[src/sv/rsenc_pkg.sv]
package rsenc_pkg;

    localparam int MAX_DATA   = 16;
    localparam int MAX_PARITY = 4;

    localparam int COL_W    = 4;
    localparam int ROW_W    = 2;
    localparam int BYTE_W   = 8;
    localparam int K_W      = 5;
    localparam int M_W      = 3;
    localparam int CFG_IDX_W = 8;
    localparam int CFG_DAT_W = 8;

    localparam logic [K_W-1:0] K_RESET = 5'd4;
    localparam logic [M_W-1:0] M_RESET = 3'd2;
    localparam logic [K_W-1:0] K_LIMIT = 5'd16;
    localparam logic [M_W-1:0] M_LIMIT = 3'd4;

    localparam logic [8:0] GF_POLY = 9'h11d;

    localparam logic KIND_LOAD = 1'b0;
    localparam logic KIND_DATA = 1'b1;

    typedef enum logic [CFG_IDX_W-1:0] {
        CFG_DATA_SHARDS   = 8'd0,
        CFG_PARITY_SHARDS = 8'd1
    } cfg_reg_t;

    typedef logic [MAX_PARITY-1:0][BYTE_W-1:0] coef_col_t;

    // one data word on its way from the front to the lanes
    typedef struct packed {
        logic [BYTE_W-1:0] data;
        coef_col_t         coef;
        logic              close;
        logic [M_W-1:0]    m_eff;
    } rsenc_job_t;

    // GF(2^8) product, shift and add, reduced by 0x11d
    function automatic logic [BYTE_W-1:0] gf_mul(input logic [BYTE_W-1:0] x,
                                                 input logic [BYTE_W-1:0] y);
        logic [8:0]        a;
        logic [BYTE_W-1:0] r;
        a = {1'b0, x};
        r = '0;
        for (int i = 0; i < BYTE_W; i++) begin
            if (y[i]) begin
                r = r ^ a[BYTE_W-1:0];
            end
            a = {a[7:0], 1'b0};
            if (a[8]) begin
                a = a ^ GF_POLY;
            end
        end
        return r;
    endfunction

endpackage

[src/sv/rsenc_front.sv]
module rsenc_front import rsenc_pkg::*; (
    input  logic              aclk,
    input  logic              aresetn,
    input  logic              s_valid,
    output logic              s_ready,
    input  logic              s_kind,
    input  logic [ROW_W-1:0]  s_row_index,
    input  logic [COL_W-1:0]  s_column_index,
    input  logic [BYTE_W-1:0] s_value,
    input  logic                 cfg_valid,
    output logic                 cfg_ready,
    input  logic [CFG_IDX_W-1:0] cfg_index,
    input  logic [CFG_DAT_W-1:0] cfg_data,
    output logic       job_valid,
    input  logic       job_ready,
    output rsenc_job_t job
);

    logic [K_W-1:0] k_reg;
    logic [M_W-1:0] m_reg;
    logic [K_W-1:0] k_eff;
    logic [M_W-1:0] m_eff;

    coef_col_t coef_mem [MAX_DATA];
    coef_col_t coef_rd_reg;

    logic              fr_valid_reg;
    logic              fr_valid_next;
    logic [BYTE_W-1:0] fr_data_reg;
    logic              fr_close_reg;
    logic [M_W-1:0]    fr_m_reg;

    logic accept;
    logic in_range;

    assign cfg_ready = 1'b1;

    always_ff @(posedge aclk) begin
        if (!aresetn) begin
            k_reg <= K_RESET;
            m_reg <= M_RESET;
        end else if (cfg_valid) begin
            if (cfg_index == CFG_DATA_SHARDS) begin
                k_reg <= cfg_data[K_W-1:0];
            end else if (cfg_index == CFG_PARITY_SHARDS) begin
                m_reg <= cfg_data[M_W-1:0];
            end
        end
    end

    assign k_eff = (k_reg > K_LIMIT) ? K_LIMIT : k_reg;
    assign m_eff = (m_reg > M_LIMIT) ? M_LIMIT : m_reg;

    assign s_ready  = !fr_valid_reg || job_ready;
    assign accept   = s_valid && s_ready;
    assign in_range = ({1'b0, s_column_index} < k_eff);

    // one column holds every parity row's coefficient
    always_ff @(posedge aclk) begin
        if (accept && s_kind == KIND_LOAD) begin
            coef_mem[s_column_index][s_row_index] <= s_value;
        end
        if (accept) begin
            coef_rd_reg <= coef_mem[s_column_index];
        end
    end

    always_comb begin
        fr_valid_next = fr_valid_reg;
        if (accept) begin
            fr_valid_next = (s_kind == KIND_DATA) && in_range;
        end else if (job_ready) begin
            fr_valid_next = 1'b0;
        end
    end

    always_ff @(posedge aclk) begin
        if (!aresetn) begin
            fr_valid_reg <= 1'b0;
        end else begin
            fr_valid_reg <= fr_valid_next;
        end
    end

    always_ff @(posedge aclk) begin
        if (accept) begin
            fr_data_reg  <= s_value;
            fr_close_reg <= ({1'b0, s_column_index} == (k_eff - 5'd1));
            fr_m_reg     <= m_eff;
        end
    end

    assign job_valid  = fr_valid_reg;
    assign job.data   = fr_data_reg;
    assign job.coef   = coef_rd_reg;
    assign job.close  = fr_close_reg;
    assign job.m_eff  = fr_m_reg;

endmodule

[src/sv/rsenc_queue.sv]
module rsenc_queue import rsenc_pkg::*; (
    input  logic       aclk,
    input  logic       aresetn,
    input  logic       in_valid,
    output logic       in_ready,
    input  rsenc_job_t in_job,
    output logic       out_valid,
    input  logic       out_ready,
    output rsenc_job_t out_job
);

    rsenc_job_t  entry_reg [2];
    logic        wr_ptr_reg;
    logic        rd_ptr_reg;
    logic [1:0]  count_reg;
    logic [1:0]  count_next;
    logic        push;
    logic        pop;

    assign in_ready  = (count_reg != 2'd2);
    assign out_valid = (count_reg != 2'd0);
    assign out_job   = entry_reg[rd_ptr_reg];
    assign push      = in_valid && in_ready;
    assign pop       = out_valid && out_ready;

    always_comb begin
        count_next = count_reg;
        if (push && !pop) begin
            count_next = count_reg + 2'd1;
        end else if (pop && !push) begin
            count_next = count_reg - 2'd1;
        end
    end

    always_ff @(posedge aclk) begin
        if (!aresetn) begin
            wr_ptr_reg <= 1'b0;
            rd_ptr_reg <= 1'b0;
            count_reg  <= 2'd0;
        end else begin
            count_reg <= count_next;
            if (push) begin
                wr_ptr_reg <= !wr_ptr_reg;
            end
            if (pop) begin
                rd_ptr_reg <= !rd_ptr_reg;
            end
        end
    end

    always_ff @(posedge aclk) begin
        if (push) begin
            entry_reg[wr_ptr_reg] <= in_job;
        end
    end

endmodule

[src/sv/rsenc_back.sv]
module rsenc_back import rsenc_pkg::*; (
    input  logic              aclk,
    input  logic              aresetn,
    input  logic              job_valid,
    output logic              job_ready,
    input  rsenc_job_t        job,
    output logic              m_valid,
    input  logic              m_ready,
    output logic [ROW_W-1:0]  m_parity_index,
    output logic [BYTE_W-1:0] m_parity_value,
    output logic              m_last
);

    logic [BYTE_W-1:0] acc_reg   [MAX_PARITY];
    logic [BYTE_W-1:0] acc_sum   [MAX_PARITY];
    logic [BYTE_W-1:0] drain_reg [MAX_PARITY];
    logic [ROW_W-1:0]  idx_reg;
    logic [M_W-1:0]    left_reg;
    logic              drain_free;
    logic              pop;
    logic              out_fire;

    assign out_fire   = m_valid && m_ready;
    assign drain_free = (left_reg == '0) || ((left_reg == 3'd1) && m_ready);
    assign job_ready  = !job.close || drain_free;
    assign pop        = job_valid && job_ready;

    always_comb begin
        for (int p = 0; p < MAX_PARITY; p++) begin
            acc_sum[p] = acc_reg[p] ^ gf_mul(job.coef[p], job.data);
        end
    end

    always_ff @(posedge aclk) begin
        if (!aresetn) begin
            for (int p = 0; p < MAX_PARITY; p++) begin
                acc_reg[p] <= '0;
            end
        end else if (pop) begin
            for (int p = 0; p < MAX_PARITY; p++) begin
                acc_reg[p] <= job.close ? '0 : acc_sum[p];
            end
        end
    end

    // snapshot finished lanes so accumulation of the next position runs on
    always_ff @(posedge aclk) begin
        if (pop && job.close) begin
            for (int p = 0; p < MAX_PARITY; p++) begin
                drain_reg[p] <= acc_sum[p];
            end
        end
    end

    always_ff @(posedge aclk) begin
        if (!aresetn) begin
            idx_reg  <= '0;
            left_reg <= '0;
        end else if (pop && job.close) begin
            idx_reg  <= '0;
            left_reg <= job.m_eff;
        end else if (out_fire) begin
            idx_reg  <= idx_reg + 2'd1;
            left_reg <= left_reg - 3'd1;
        end
    end

    assign m_valid        = (left_reg != '0);
    assign m_parity_index = idx_reg;
    assign m_parity_value = drain_reg[idx_reg];
    assign m_last         = (left_reg == 3'd1);

endmodule

[src/sv/rs_erasure_parity_encoder.sv]
// A closing data word goes through the front register, the queue and the drain buffer.
// Throughput: one input word per cycle while s_ready is high; a position's m parity words
//   leave one per cycle from a drain buffer while m_ready is high, so a closing word waits
//   only while parity words of the previous position are still draining.
// Reset: aresetn synchronous, active low; clears lanes, queue and drain, sets k=4, m=2.
//   The coefficient memory is not cleared and must be loaded before use.
module rs_erasure_parity_encoder import rsenc_pkg::*; (
    input  logic                 aclk,
    input  logic                 aresetn,
    input  logic                 s_valid,
    output logic                 s_ready,
    input  logic                 s_kind,
    input  logic [ROW_W-1:0]     s_row_index,
    input  logic [COL_W-1:0]     s_column_index,
    input  logic [BYTE_W-1:0]    s_value,
    output logic                 m_valid,
    input  logic                 m_ready,
    output logic [ROW_W-1:0]     m_parity_index,
    output logic [BYTE_W-1:0]    m_parity_value,
    output logic                 m_last,
    input  logic                 cfg_valid,
    output logic                 cfg_ready,
    input  logic [CFG_IDX_W-1:0] cfg_index,
    input  logic [CFG_DAT_W-1:0] cfg_data
);

    rsenc_job_t front_job;
    rsenc_job_t back_job;
    logic       front_valid;
    logic       front_ready;
    logic       back_valid;
    logic       back_ready;

    rsenc_front u_front (
        .aclk           (aclk),
        .aresetn        (aresetn),
        .s_valid        (s_valid),
        .s_ready        (s_ready),
        .s_kind         (s_kind),
        .s_row_index    (s_row_index),
        .s_column_index (s_column_index),
        .s_value        (s_value),
        .cfg_valid      (cfg_valid),
        .cfg_ready      (cfg_ready),
        .cfg_index      (cfg_index),
        .cfg_data       (cfg_data),
        .job_valid      (front_valid),
        .job_ready      (front_ready),
        .job            (front_job)
    );

    rsenc_queue u_queue (
        .aclk      (aclk),
        .aresetn   (aresetn),
        .in_valid  (front_valid),
        .in_ready  (front_ready),
        .in_job    (front_job),
        .out_valid (back_valid),
        .out_ready (back_ready),
        .out_job   (back_job)
    );

    rsenc_back u_back (
        .aclk           (aclk),
        .aresetn        (aresetn),
        .job_valid      (back_valid),
        .job_ready      (back_ready),
        .job            (back_job),
        .m_valid        (m_valid),
        .m_ready        (m_ready),
        .m_parity_index (m_parity_index),
        .m_parity_value (m_parity_value),
        .m_last         (m_last)
    );

endmodule
[config.mk]
export PLATFORM = sky130hd
export DESIGN_NAME = rs_erasure_parity_encoder
export DESIGN_NICKNAME = d
export VERILOG_FILES = /design/src/sv/rsenc_pkg.sv /design/src/sv/rsenc_front.sv /design/src/sv/rsenc_queue.sv /design/src/sv/rsenc_back.sv /design/src/sv/rs_erasure_parity_encoder.sv
export SDC_FILE = /design/constraint.sdc
export NUM_CORES = 1
export LEC_CHECK = 0
export BUFFER_PORTS_ARGS = -buffer_cell sky130_fd_sc_hd__buf_4
export CORE_MARGIN = 3
export CORE_UTILIZATION = 45
export DETAILED_ROUTE_END_ITERATION = 6
export PLACE_DENSITY = 0.62
export SLEW_MARGIN = 0
export SYNTH_ARGS = -nofsm -noshare
export SYNTH_HDL_FRONTEND = slang
export SYNTH_SLANG_ARGS = --single-unit
[constraint.sdc]
create_clock -name aclk -period 3.96 [get_ports aclk]
set_input_delay 0.99 -clock aclk [delete_from_list [all_inputs] [get_ports aclk]]
set_output_delay 0.99 -clock aclk [all_outputs]
set_load 0.01 [all_outputs]
==> flow_summary.json, run 1 <==
{
  "status": "completed",
  "rows": 101,
  "start_util_pct": 45.6,
  "die_area_sq_um": 80700,
  "clk_path_buf_depth": 3,
  "critPathBufInv": 2,
  "max_cap_viol_count": 0,
  "clockPowerShare_pct": 32.1,
  "tns_ps": 0,
  "crit_path_end_kind": "flop",
  "yosys_warnings": 0,
  "routed_wirelength_microns": 77400,
  "wl_per_cell_microns": 23.3,
  "syn_area_sq_um": 34800,
  "hp-class": "flop to flop",
  "rsz0062_at_grt": "false",
  "comb_power_share_pct": 24.8,
  "place_hpwl_microns": 52000,
  "grt_pass1_vias": 18300,
  "viasPerCell": 5.52,
  "intPower_mw": 16.0,
  "first_pass_iters": 6,
  "netlist_top_cells_area": "edfxtp_1, mux4_2, xnor2_1",
  "worstSetupPathType": "flop to flop",
  "grtUsageTotal_pct": 19.3,
  "p_switching_mw": 6.04,
  "pwr-share-seq_pct": 43.0,
  "synth_ff_type": "edfxtp_1",
  "antenna_cells": 0,
  "p_sw_share_pct": 27.4,
  "yosysMostFrequentCell": "edfxtp_1",
  "grt_max_degree": 66,
  "layout-drive-gt1-share_pct": 20.5,
  "synth_top_area_cell": "edfxtp_1",
  "place.gp.congestion": 0.878,
  "fmax_ghz": 0.312,
  "hold_buffers": 0,
  "grt_pass1_wl_microns": 118000,
  "vias": 18400,
  "area_growth_syn_to_layout_pct": 12.4,
  "async_flop_share_pct": 0,
  "die_w_microns": 284,
  "syn_nets": 2199,
  "ir_drop_v": 0.000497,
  "core_sq_um": 76300,
  "start_kind": "flop",
  "final_cell_area_sq_um": 39100,
  "cp_slowest_stage_delay_ps": 730,
  "worstMarginPinSlew_ps": 1030,
  "synth_seq_cells": 729,
  "worstPathCellList": "buf_4 -> mux2i_2 -> buf_4 -> a211oi_1 -> xnor2_1 -> xnor2_1 -> xnor3_1 -> and2_1",
  "p_leak_nw": 13.1,
  "worstPathArrival_ps": 3570,
  "synth_top_area_share_pct": 61.1,
  "portBuffers": 45,
  "finalHoldViolCount": 0,
  "grt_antenna_before_repair": 0,
  "synth_cells": 2154,
  "nNetsFinal": 2280,
  "min_period_ps": 3200,
  "critical_path.max_fanout": 37,
  "place_area_sq_um": 36600,
  "slew_violations": 0,
  "timing.hold.ws_ps": 445,
  "largest_reg_flops": 512,
  "place_inst": 3186,
  "clk_latency_ps": 630,
  "required_ps": 4320,
  "cts_sinks": 729,
  "finalClockSkew_ps": 27.0,
  "critical_path.slowest_cell": "mux2i_2",
  "grt_overflow_total": 0,
  "synth-edff-count": 708,
  "post-route-period-util_pct": 80.9,
  "drc": 0,
  "cts-root-buf": "clkbuf_16",
  "cts_setup_buffers": 0,
  "avgSynthCellArea_sq_um": 16.2,
  "cp_top_family": "multiplexers",
  "yosys-top-cells-count": "edfxtp_1, xnor2_1, nor2_1",
  "cts_tree": "yes",
  "setup_viol": 0,
  "slew_headroom_pct": 31.2,
  "layout.cells.non_filler": 3323,
  "drt_iter0_drc": 1681,
  "clkTransAtPathRegs_ps": 60,
  "synth_cell_types": 64,
  "seq_area_frac_synth_pct": 62.3,
  "die_y_microns": 284,
  "post_cts_resized": 0,
  "power.density_nw_per_um2": 564,
  "h-tree-depth": 3,
  "antenna_left": 0,
  "ios": 50,
  "cts_made_buffers": 77
}
[cell families (layout without fill, tap and decap cells)]
kind of cell             after synthesis  in the layout  synth area share (%)
AO/OA/AOI/OAI                        176            176                  3.64
XOR/XNOR                             383            383                  12.0
adder cells (fa/ha/maj)                9              9                 0.324
buffers and inverters                162            301                  2.24
flip-flops                           729            729                  62.3
multiplexers                         255            255                  13.7
other                                  1              1                0.0108
AND/OR/NAND/NOR                      439            439                  5.77
[power by group through the flow]
stage | clock network [mW] | registers (mW) | logic [mW]
2_1_floorplan | 0 | 9.41 | 4.30
3_3_place_gp | 0 | 9.65 | 5.38
3_5_place_dp | 0 | 9.65 | 5.46
4_1_cts | 7.26 | 9.50 | 5.48
5_1_grt | 7.60 | 9.53 | 5.91
6_report | 7.08 | 9.48 | 5.48
[layout by cell type (no fill, tap or decap), types with 11 or more instances in the layout]
cell type	count
clkinv_2	13
a211oi_1	11
a32oi_1	30
dfxtp_1	20
nor3_1	11
clkinv_1	14
xor2_1	92
mux4_2	168
xnor3_1	48
clkbuf_1	13
o21ai_0	34
mux2i_1	57
nand2_1	95
mux2i_2	15
nand2b_1	15
nor2_1	189
edfxtp_1	708
and2_1	25
inv_1	15
nor2b_1	33
a22oi_1	30
a21oi_1	16
nand3_1	34
xnor2_1	232
clkbuf_16	79
buf_4	140
[layer usage]
metal	GRT usage, %	wire (microns)	up-vias
met4	4.81	1700	0
met1	27.4	34000	9397
li1	-	-	8347
met5	0	0	-
met3	3.42	4260	119
met2	31.1	37500	492
[final timing paths]
| path | start | end | slack [ps] | cells after the start |
|---|---|---|---|---|
| worst min register to register | u_front.job[28] | u_queue.entry_reg[0][28] | 440 | 0 |
| worst max register to register | flop | u_back.acc_reg[0][10] | 760 | 8 |
| worst max-delay path | flop | u_back.acc_reg[0][10] | 760 | 8 |
| worst min-delay path | u_front.job[28] | u_queue.entry_reg[0][28] | 440 | 0 |
[worst reg2reg max path: cells and delay by family (launching register included)]
kind,cells,cell delay (ps)
flops,1,700
simple gates,1,150
mux,1,730
buf+inv,2,610
xor+xnor,3,650
compound gates,1,100
[cell type report]
class,count,area [sq um]
clock buffer,93,2040
clock inverter,44,468
fill,6236,37200
inverter,16,60.1
multi-input combinational,1263,12400
sequential,729,21700
tap,1030,1290
timing repair buffer,148,1200
[per-stage QoR]
stage / worst slack (ps) / utilization (%) / power, mW
after floorplan: 655 / - / 13.7
after global placement: 656 / 48.0 / 15.0
after detailed placement: 640 / 48.0 / 15.1
after CTS: 733 / 51.2 / 22.2
after global routing: 559 / 51.2 / 23.0
final: 756 / 51.2 / 22.0
Power figures use the tool's default switching activity.
==> inputs of run 2 (changes only) <==
--- a/config.mk
+++ b/config.mk
@@ -9,7 +9,7 @@
 export CORE_MARGIN = 3
 export CORE_UTILIZATION = 45
 export DETAILED_ROUTE_END_ITERATION = 6
-export PLACE_DENSITY = 0.62
+export PLACE_DENSITY = 0.64
 export SLEW_MARGIN = 0
 export SYNTH_ARGS = -nofsm -noshare
 export SYNTH_HDL_FRONTEND = slang
==> constraint.sdc (replaced) <==
create_clock -name aclk -period 2.8 [get_ports aclk]
set_input_delay 0.7 -clock aclk [delete_from_list [all_inputs] [get_ports aclk]]
set_output_delay 0.7 -clock aclk [all_outputs]
set_load 0.01 [all_outputs]
==> run 2 against run 1 <==
Effect of this change:
- cell count rose by 5.4%
- design area rose by 3.5%
- sequential share of layout area fell by 1.9 points
- sequential cell count did not move
- hold slack got worse by 120 ps
- wire length rose by 4.6%
- first-iteration DRC count rose by 3.6%
- non-clock buffer count rose by 176
- power rose by 44%
- largest cell class unchanged
- largest power group unchanged
- highest routed layer unchanged
==> flow_summary.json, run 2 (synthesis gave the netlist of run 1 again) <==
{
  "viasPerCell": 5.48,
  "worstMarginPinSlew_ps": 805,
  "clk_path_buf_depth": 3,
  "place_hpwl_microns": 55400,
  "crit_path_end_kind": "flop",
  "tns_ps": 0,
  "required_ps": 3150,
  "cp_slowest_stage_delay_ps": 430,
  "cts-root-buf": "clkbuf_16",
  "grt_overflow_total": 0,
  "hold_buffers": 0,
  "drc": 0,
  "vias": 19200,
  "area_growth_syn_to_layout_pct": 16.4,
  "multi_input_area_sq_um": 12400,
  "ff_latch_area_sq_um": 21700,
  "p_switching_mw": 8.77,
  "setup_viol": 0,
  "start_kind": "flop",
  "rows": 101,
  "routed_wirelength_microns": 81000,
  "finalHoldViolCount": 0,
  "slew_headroom_pct": 46.3,
  "p_sw_share_pct": 27.6,
  "ir_drop_v": 0.000497,
  "pwr-share-seq_pct": 42.1,
  "die_y_microns": 284,
  "power.density_nw_per_um2": 784,
  "start_util_pct": 45.6,
  "cts_tree": "yes",
  "post-route-period-util_pct": 97.0,
  "power_mw": 31.8,
  "status": "completed",
  "die_area_sq_um": 80700,
  "grt_pass1_wl_microns": 123000,
  "p_leak_nw": 13.9,
  "portBuffers": 45,
  "place.gp.congestion": 0.881,
  "grt_pass1_vias": 19500,
  "worstSetupPathType": "flop to flop",
  "final_common_cell": "edfxtp_1",
  "clkTransAtPathRegs_ps": 60,
  "worstPathCellList": "buf_6 -> buf_4 -> and3_1 -> or3_1 -> and3_1 -> or3_1 -> a211o_1 -> o211ai_1 -> nand2_1",
  "layout-drive-gt1-share_pct": 26.2,
  "grt_antenna_before_repair": 3,
  "grt_max_degree": 66,
  "min_period_ps": 2720,
  "place_inst": 3359,
  "filler_cell_count": 6197,
  "critical_path.slowest_cell": "or3_1",
  "antenna_cells": 0,
  "fin_util_pct": 53.1,
  "cts_sinks": 729,
  "ios": 50,
  "clockPowerShare_pct": 30.0,
  "intPower_mw": 23.0,
  "wl_per_cell_microns": 23.1,
  "h-tree-depth": 3,
  "critical_path.max_fanout": 15,
  "fmax_ghz": 0.368,
  "cts_made_buffers": 76,
  "hp-class": "input pin to flop",
  "drt_iter0_drc": 1742,
  "first_pass_iters": 5,
  "largest_reg_flops": 512,
  "comb_power_share_pct": 27.8,
  "clk_latency_ps": 630,
  "core_sq_um": 76300,
  "die_w_microns": 284,
  "nNetsFinal": 2455,
  "worstPathArrival_ps": 3070,
  "layout.cells.non_filler": 3501,
  "slew_violations": 0,
  "finalClockSkew_ps": 23.6,
  "max_cap_viol_count": 0,
  "antenna_left": 0,
  "timing.hold.ws_ps": 326,
  "grtUsageTotal_pct": 20.1,
  "final_cell_mix": "edfxtp_1, buf_4, xnor2_1, nor2_1, mux4_2",
  "rsz0062_at_grt": "false"
}
-- run 2: area by class of cell --
class	instances	area share, %
inverter	16	0.158
sequential	729	53.5
clock inverter	42	0.794
clock buffer	97	5.07
timing repair buffer	324	6.65
multi-input combinational	1263	30.6
tap	1030	3.18
-- run 2: repair_timing --
item                       in CTS  in global routing
gates cloned                    0                  0
resized for setup               2                  6
buffers inserted                0                  3
setup endpoints to repair       3                 15
-- run 2: path summary, 6_finish.rpt --
kind | cells past startpoint | endpoint | from | slack, ps
max | 9 | u_back.acc_reg[0][5] | flop | 80
min | 3 | u_front.k_reg[2] | cfg_data[2] | 330
max reg2reg | 9 | u_back.acc_reg[0][5] | flop | 80
min reg2reg | 0 | u_queue.entry_reg[0][40] | u_front.fr_data_reg[4] | 440
-- run 2: critical path, delay by kind of cell (launching register included) --
kind,cells,cell delay [ps]
and+or+nand+nor,5,1240
DFF,1,390
AOI/OAI and AO/OA,2,450
buffers and inverters,2,370
-- run 2: stage by stage --
stage	setup slack, ps	cell area [sq um]
finish	84.2	40500
global route	4.09	40500
floorplan	26.6	34800
CTS	6.26	40500
global placement	-44.2	38100
detailed placement	-1.13	38100
-- run 2: per-layer routing --
layer  up-vias  GRT usage [%]  share of wire [%]
li1       8721              -                  -
met1      9732           28.3                 44
met2       617           33.1                 49
met3       111           2.98                5.0
met4         0           4.86                2.2
met5         -              0                  0
-- run 2: power groups by stage --
stage	Sequential, mW	Clock [mW]	Combinational [mW]
detailed placement	13.6	0	8.79
global placement	13.6	0	8.67
floorplan	13.3	0	6.08
global route	13.4	10.2	9.53
CTS	13.4	9.79	8.83
finish	13.4	9.54	8.84
